<file path="config.mk">
export PLATFORM = sky130hd
export DESIGN_NAME = rgb_to_hsl_converter
export DESIGN_NICKNAME = d
export VERILOG_FILES = /design/src/rhc_pkg.sv /design/src/rhc_div_step.sv /design/src/rgb_to_hsl_converter.sv
export SDC_FILE = /design/constraint.sdc
export NUM_CORES = 2
export LEC_CHECK = 0
export BUFFER_PORTS_ARGS = -buffer_cell sky130_fd_sc_hd__buf_2
export CAP_MARGIN = 20
export CORE_ASPECT_RATIO = 0.5
export CORE_UTILIZATION = 65
export DETAILED_ROUTE_END_ITERATION = 8
export PLACE_DENSITY = 0.78
export REMOVE_ABC_BUFFERS = 1
export SETUP_SLACK_MARGIN = 0.05
export SLEW_MARGIN = 25
export SYNTH_ARGS = -nofsm -noshare
export SYNTH_HDL_FRONTEND = slang
export SYNTH_HIERARCHICAL = 1
export SYNTH_SLANG_ARGS = --single-unit
export TNS_END_PERCENT = 30
</file>
<file path="constraint.sdc">
create_clock -name clk -period 11.5 [get_ports clk]
set_clock_uncertainty 0.15 [all_clocks]
set_input_delay 1.15 -clock clk [delete_from_list [all_inputs] [get_ports clk]]
set_output_delay 1.15 -clock clk [all_outputs]
set_load 0.1 [all_outputs]
</file>
<file path="src/rhc_pkg.sv">
// Types, constants and the divider step shared by the converter modules.
package rhc_pkg;

  localparam int CB = 16;        // channel width
  localparam int NW = CB + 3;    // width of six times delta
  localparam logic [CB-1:0] FULL = {CB{1'b1}};

  typedef enum logic [1:0] {
    SEC_RED,
    SEC_GREEN,
    SEC_BLUE
  } sector_t;

  // One beat inside the divider pipeline.
  typedef struct packed {
    logic [NW-1:0] h_rem;
    logic [NW-1:0] h_den;
    logic [CB-1:0] h_quo;
    logic [CB-1:0] s_rem;
    logic [CB-1:0] s_den;
    logic [CB-1:0] s_low;
    logic [CB-1:0] s_quo;
    logic          undef;
    logic [CB-1:0] light;
    logic [CB-1:0] alpha;
  } div_t;

  // Produce one quotient bit of each of the two restoring divisions.
  function automatic div_t div_step(div_t d);
    div_t        n;
    logic [NW:0] ht;
    logic [CB:0] st;
    n  = d;
    ht = {d.h_rem, 1'b0};
    st = {d.s_rem, d.s_low[CB-1]};
    n.s_low = {d.s_low[CB-2:0], 1'b0};
    if (ht >= {1'b0, d.h_den}) begin
      ht = ht - {1'b0, d.h_den};
      n.h_quo = {d.h_quo[CB-2:0], 1'b1};
    end else begin
      n.h_quo = {d.h_quo[CB-2:0], 1'b0};
    end
    if (st >= {1'b0, d.s_den}) begin
      st = st - {1'b0, d.s_den};
      n.s_quo = {d.s_quo[CB-2:0], 1'b1};
    end else begin
      n.s_quo = {d.s_quo[CB-2:0], 1'b0};
    end
    n.h_rem = ht[NW-1:0];
    n.s_rem = st[CB-1:0];
    return n;
  endfunction

endpackage

</file>
<file path="src/rhc_div_step.sv">
// One registered stage of the hue and saturation dividers.
module rhc_div_step (
  input  logic         clk,
  input  logic         rst_n,
  input  logic         valid_i,
  output logic         ready_o,
  input  rhc_pkg::div_t data_i,
  output logic         valid_o,
  input  logic         ready_i,
  output rhc_pkg::div_t data_o
);
  import rhc_pkg::*;

  logic v_r;
  div_t d_r;

  assign ready_o = !v_r || ready_i;
  assign valid_o = v_r;
  assign data_o  = d_r;

  // Advance valid when the stage is free or drains.
  always_ff @(posedge clk) begin
    if (!rst_n) begin
      v_r <= 1'b0;
    end else if (ready_o) begin
      v_r <= valid_i;
    end
  end

  // Load the next quotient bit.
  always_ff @(posedge clk) begin
    if (valid_i && ready_o) begin
      d_r <= div_step(data_i);
    end
  end
endmodule

</file>
<file path="src/rgb_to_hsl_converter.sv">
// Top level of the RGB plus alpha to HSL plus alpha converter.
// Usage:
//   Input channel in_valid/in_ready carries one pixel (in_red, in_green,
//   in_blue, in_alpha_in) per beat; channels are unsigned fractions, all ones
//   meaning 1.0. Output channel out_valid/out_ready carries hue, the
//   hue_undefined flag, saturation, lightness and the alpha copy per beat.
//   Throughput: one pixel per clock while out_ready stays high. Pipeline:
//   one stage for max/min and sector, one for delta, sum and divider setup,
//   and sixteen stages that each produce one quotient bit of the hue and
//   saturation divisions.
//   Grey pixels give hue 0, saturation 0 and hue_undefined set.
//   Reset (rst_n low, synchronous) empties every stage.
//   When the receiver stalls, each stage holds its beat while earlier
//   stages keep filling empty slots; in_ready drops only when the whole
//   pipeline is full.
module rgb_to_hsl_converter (
  input  logic                   clk,
  input  logic                   rst_n,
  input  logic                   in_valid,
  output logic                   in_ready,
  input  logic [rhc_pkg::CB-1:0] in_red,
  input  logic [rhc_pkg::CB-1:0] in_green,
  input  logic [rhc_pkg::CB-1:0] in_blue,
  input  logic [rhc_pkg::CB-1:0] in_alpha_in,
  output logic                   out_valid,
  input  logic                   out_ready,
  output logic [rhc_pkg::CB-1:0] out_hue,
  output logic                   out_hue_undefined,
  output logic [rhc_pkg::CB-1:0] out_saturation,
  output logic [rhc_pkg::CB-1:0] out_lightness,
  output logic [rhc_pkg::CB-1:0] out_alpha_out
);
  import rhc_pkg::*;

  // Stage 1: max, min, sector and signed difference.
  logic           s1_v_r;
  logic [CB-1:0]  s1_mx_r, s1_mx_nxt;
  logic [CB-1:0]  s1_mn_r, s1_mn_nxt;
  sector_t        s1_sec_r, s1_sec_nxt;
  logic [CB:0]    s1_diff_r, s1_diff_nxt;
  logic [CB-1:0]  s1_alpha_r;
  logic           s1_ready;

  // Stage 2: divider setup.
  logic           s2_v_r;
  div_t           s2_d_r, s2_d_nxt;
  logic           s2_ready;

  // Divider chain links.
  logic           dv_v  [CB+1];
  logic           dv_rd [CB+1];
  div_t           dv_d  [CB+1];

  assign in_ready = s1_ready;
  assign s1_ready = !s1_v_r || s2_ready;
  assign s2_ready = !s2_v_r || dv_rd[0];

  // Find max and min, red first, then green.
  always_comb begin
    s1_mx_nxt = in_red;
    s1_mn_nxt = in_red;
    if (in_green > s1_mx_nxt) s1_mx_nxt = in_green;
    if (in_blue > s1_mx_nxt)  s1_mx_nxt = in_blue;
    if (in_green < s1_mn_nxt) s1_mn_nxt = in_green;
    if (in_blue < s1_mn_nxt)  s1_mn_nxt = in_blue;
    priority if (in_red == s1_mx_nxt) begin
      s1_sec_nxt  = SEC_RED;
      s1_diff_nxt = {1'b0, in_green} - {1'b0, in_blue};
    end else if (in_green == s1_mx_nxt) begin
      s1_sec_nxt  = SEC_GREEN;
      s1_diff_nxt = {1'b0, in_blue} - {1'b0, in_red};
    end else begin
      s1_sec_nxt  = SEC_BLUE;
      s1_diff_nxt = {1'b0, in_red} - {1'b0, in_green};
    end
  end

  always_ff @(posedge clk) begin
    if (!rst_n) begin
      s1_v_r <= 1'b0;
    end else if (s1_ready) begin
      s1_v_r <= in_valid;
    end
  end

  always_ff @(posedge clk) begin
    if (in_valid && s1_ready) begin
      s1_mx_r    <= s1_mx_nxt;
      s1_mn_r    <= s1_mn_nxt;
      s1_sec_r   <= s1_sec_nxt;
      s1_diff_r  <= s1_diff_nxt;
      s1_alpha_r <= in_alpha_in;
    end
  end

  // Build delta, sum, denominators and the wrapped hue numerator.
  always_comb begin
    logic [CB-1:0]   delta;
    logic [CB:0]     sum;
    logic [CB:0]     two_full;
    logic [NW-1:0]   six;
    logic [NW:0]     base;
    logic [NW:0]     num;
    logic [2*CB-1:0] sat_num;
    delta    = s1_mx_r - s1_mn_r;
    sum      = {1'b0, s1_mx_r} + {1'b0, s1_mn_r};
    two_full = {FULL, 1'b0};
    six      = {1'b0, delta, 2'b00} + {2'b00, delta, 1'b0};
    unique case (s1_sec_r)
      SEC_GREEN: base = {2'b00, delta, 2'b00} >> 1;
      SEC_BLUE:  base = {2'b00, delta, 2'b00};
      default:   base = '0;
    endcase
    num = base + {{(NW-CB){s1_diff_r[CB]}}, s1_diff_r};
    if (num[NW]) num = num + {1'b0, six};
    if (num >= {1'b0, six}) num = num - {1'b0, six};
    sat_num = {delta, {CB{1'b0}}} - {{CB{1'b0}}, delta};

    s2_d_nxt       = '0;
    s2_d_nxt.h_rem = num[NW-1:0];
    s2_d_nxt.h_den = six;
    s2_d_nxt.s_rem = sat_num[2*CB-1:CB];
    s2_d_nxt.s_low = sat_num[CB-1:0];
    if (sum <= {1'b0, FULL}) begin
      s2_d_nxt.s_den = sum[CB-1:0];
    end else begin
      s2_d_nxt.s_den = CB'(two_full - sum);
    end
    s2_d_nxt.undef = (delta == '0);
    s2_d_nxt.light = sum[CB:1];
    s2_d_nxt.alpha = s1_alpha_r;
  end

  always_ff @(posedge clk) begin
    if (!rst_n) begin
      s2_v_r <= 1'b0;
    end else if (s2_ready) begin
      s2_v_r <= s1_v_r;
    end
  end

  always_ff @(posedge clk) begin
    if (s1_v_r && s2_ready) begin
      s2_d_r <= s2_d_nxt;
    end
  end

  // Divider chain: one quotient bit per stage.
  assign dv_v[0] = s2_v_r;
  assign dv_d[0] = s2_d_r;
  assign dv_rd[CB] = out_ready;

  for (genvar i = 0; i < CB; i++) begin : g_div
    rhc_div_step u_step (
      .clk     (clk),
      .rst_n   (rst_n),
      .valid_i (dv_v[i]),
      .ready_o (dv_rd[i]),
      .data_i  (dv_d[i]),
      .valid_o (dv_v[i+1]),
      .ready_i (dv_rd[i+1]),
      .data_o  (dv_d[i+1])
    );
  end

  // Drive results; grey pixels force hue and saturation to zero.
  assign out_valid         = dv_v[CB];
  assign out_hue_undefined = dv_d[CB].undef;
  assign out_hue           = dv_d[CB].undef ? '0 : dv_d[CB].h_quo;
  assign out_saturation    = dv_d[CB].undef ? '0 : dv_d[CB].s_quo;
  assign out_lightness     = dv_d[CB].light;
  assign out_alpha_out     = dv_d[CB].alpha;
endmodule

</file>
==> results.toml <==
[drt]
vias_per_cell = 5.93
drcViolationCount = 0
initialDrtViolationCount = 5066
routed-via-count = 66000
dr.pass1.iters = 8
wl_mm = 226
ant_nets = 0
routedWlPerCell_um = 20.3

[pwr]
p_int_mw = 17.2
p_leak_nw = 46.7
seq_power_share = 0.366
clockPowerShare = 0.252
switching_share = 0.329
p_per_area_mw_per_mm2 = 213
switchingPower_mw = 8.45
comb_power_share = 0.382
ir_drop_v = 0.000516

[clock_tree]
holdBufCountCts = 0
clock-sinks = 2170
htree_levels = 4
cts-root-buf = "clkbuf_16"
cts_resized = 0
path_clk_slew_ns = 0.07
clk_latency_ns = 0.85
cts_buffers = 189
post_cts_buffers = 0
cts_buffer_depth = 4
cts_tree = "built"

[timing]
relSlewSlack = 0.194
min_period_over_period = 0.726
worst_pin_slew_ns = 1.20
whs_ns = 0.229
fin_tns_setup_ns = 0
final-hold-violation-count = 0
fin_crit_ns = 8.35
max_freq_mhz = 120
setup_viol = 0
rsz0062_at_grt = "no"
drv_slew = 0

[floorplan]
initial_core_util = 0.656
io_pins = 135
die_area_mm2 = 0.174
core_mm2 = 0.171
die_x_um = 589
rows = 107
die_height_um = 295

[final_layout]
register_area_mm2 = 0.0650
multi_input_area_mm2 = 0.0426
num-nets-final = 9557
final_area_mm2 = 0.121
area_growth_pct = 8.10
post-route-util = 0.709
fill_cells = 11300
drive_gt1_frac = 0.117

[yosys]
avgSynthCellArea_um2 = 13.1
netlist_instances = 8507
syn_area_mm2 = 0.112
ys_warn_count = 6

[grt]
grt_max_degree = 75
grt_usage = 0.256
grt_pass1_vias = 64800
antenna_found_initial = 5
grt_pass1_wl_mm = 350
overflow = 0

[setup_path]
crit_arrival_ns = 8.75
crit_top_cell = "inv_1"
cp_slowest_stage_delay_ns = 0.68
crit_buf_inv = 5
start_kind = "flip-flop"
crit_family = "compound AO/OA/AOI/OAI gates"
path_class = "reg -> reg"
critPathMaxFanout = 27
slowest_stage = "o41ai_1"
worstPathRequired_ns = 11.90
critPathCaptureType = "flip-flop"

[placed_design]
placed_area_mm2 = 0.115
io_buffers = 134
place_congestion = 0.972
hpwl_mm = 162

[min_path]
holdCritPathClass = "reg -> reg"

[flow_run]
maxCapViolations = 0

[status]
status = "finished clean"
[state kept, by name (all words and copies together) (netlist names)]
signal / count
s1_mx_r: 16
s2_v_r: 1
s1_alpha_r: 16
s1_sec_r: 2
g_div.u_step/valid_o: 16
s1_v_r: 1
dv_d: 115
g_div.u_step/data_o: 1970
s1_mn_r: 16
s1_diff_r: 17
[cell type report]
| class | count | area share |
|---|---|---|
| flip-flops and latches | 2170 | 0.537 |
| multi-input cells | 5326 | 0.353 |
| clock buffers | 229 | 0.0411 |
| inverters | 826 | 0.0256 |
| well taps | 2289 | 0.0237 |
| clock inverters | 108 | 0.0103 |
| repair buffers | 189 | 0.00913 |
| diodes | 1 | 0.0000207 |
[cell usage in the layout (no fill, tap or decap), types with 30 or more instances in the layout]
cell type and n:
a211oi_1 65, a21boi_0 30, a21o_1 219, a21oi_1 483
a31oi_1 72, and3_1 48, buf_2 134, buf_4 54
clkbuf_1 34, clkbuf_16 192, clkinv_1 34, clkinv_2 30
edfxtp_1 2152, fa_1 40, ha_1 747, inv_1 798
mux2_1 144, mux2_2 113, mux2_4 222, mux2i_1 100
nand2_1 335, nand2b_1 66, nand3_1 157, nand4_1 113
nor2_1 509, nor2b_1 136, nor3_1 100, nor4_1 33
o21a_1 113, o21ai_0 221, o21bai_1 44, o31ai_1 33
xnor2_1 390, xor2_1 188
[routing by layer]
metal	track usage	up-vias	routed length [um]
met1	0.337	31800	97700
met5	0	-	13
met4	0.0964	2	8920
met2	0.439	1863	108000
li1	-	31900	-
met3	0.0321	420	11200
[power groups by stage]
stage	sequential (mW)	combinational [mW]	clock (mW)
final	9.41	9.81	6.48
after floorplan	9.51	7.53	0
after CTS	9.41	9.65	6.62
after global placement	9.58	9.28	0
after global routing	9.43	10.7	6.88
after detailed placement	9.58	9.55	0
[stage by stage]
step | worst slack, ns | power, mW | instances
after floorplan | 2.58 | 17.0 | 8322
after global placement | 3.56 | 18.9 | 10800
after detailed placement | 3.40 | 19.1 | 10800
after CTS | 3.32 | 25.7 | 11100
after global routing | 2.60 | 27.1 | 11100
final | 3.15 | 25.7 | 11100
[final timing paths]
kind                                 to  depth (start not counted)                  startpoint  slack (ns)
max                          dv_d[2565]                         32                  s1_mx_r[0]        3.15
max reg2reg                  dv_d[2565]                         32                  s1_mx_r[0]        3.15
min          g_div[11].u_step/data_o[3]                          0  g_div[10].u_step/data_o[3]        0.23
min reg2reg  g_div[11].u_step/data_o[3]                          0  g_div[10].u_step/data_o[3]        0.23
[worst reg2reg max path, delay by kind of cell, from the launching register on]
kind,cells,cell delay [ns]
AOI/OAI and AO/OA,16,4.06
adders and majority gates,5,1.53
buffers and inverters,5,0.77
muxes,2,0.51
DFF,1,0.39
and+or+nand+nor,3,0.38
xor gates and xnor gates,1,0.31
Power figures use the tool's default switching activity.
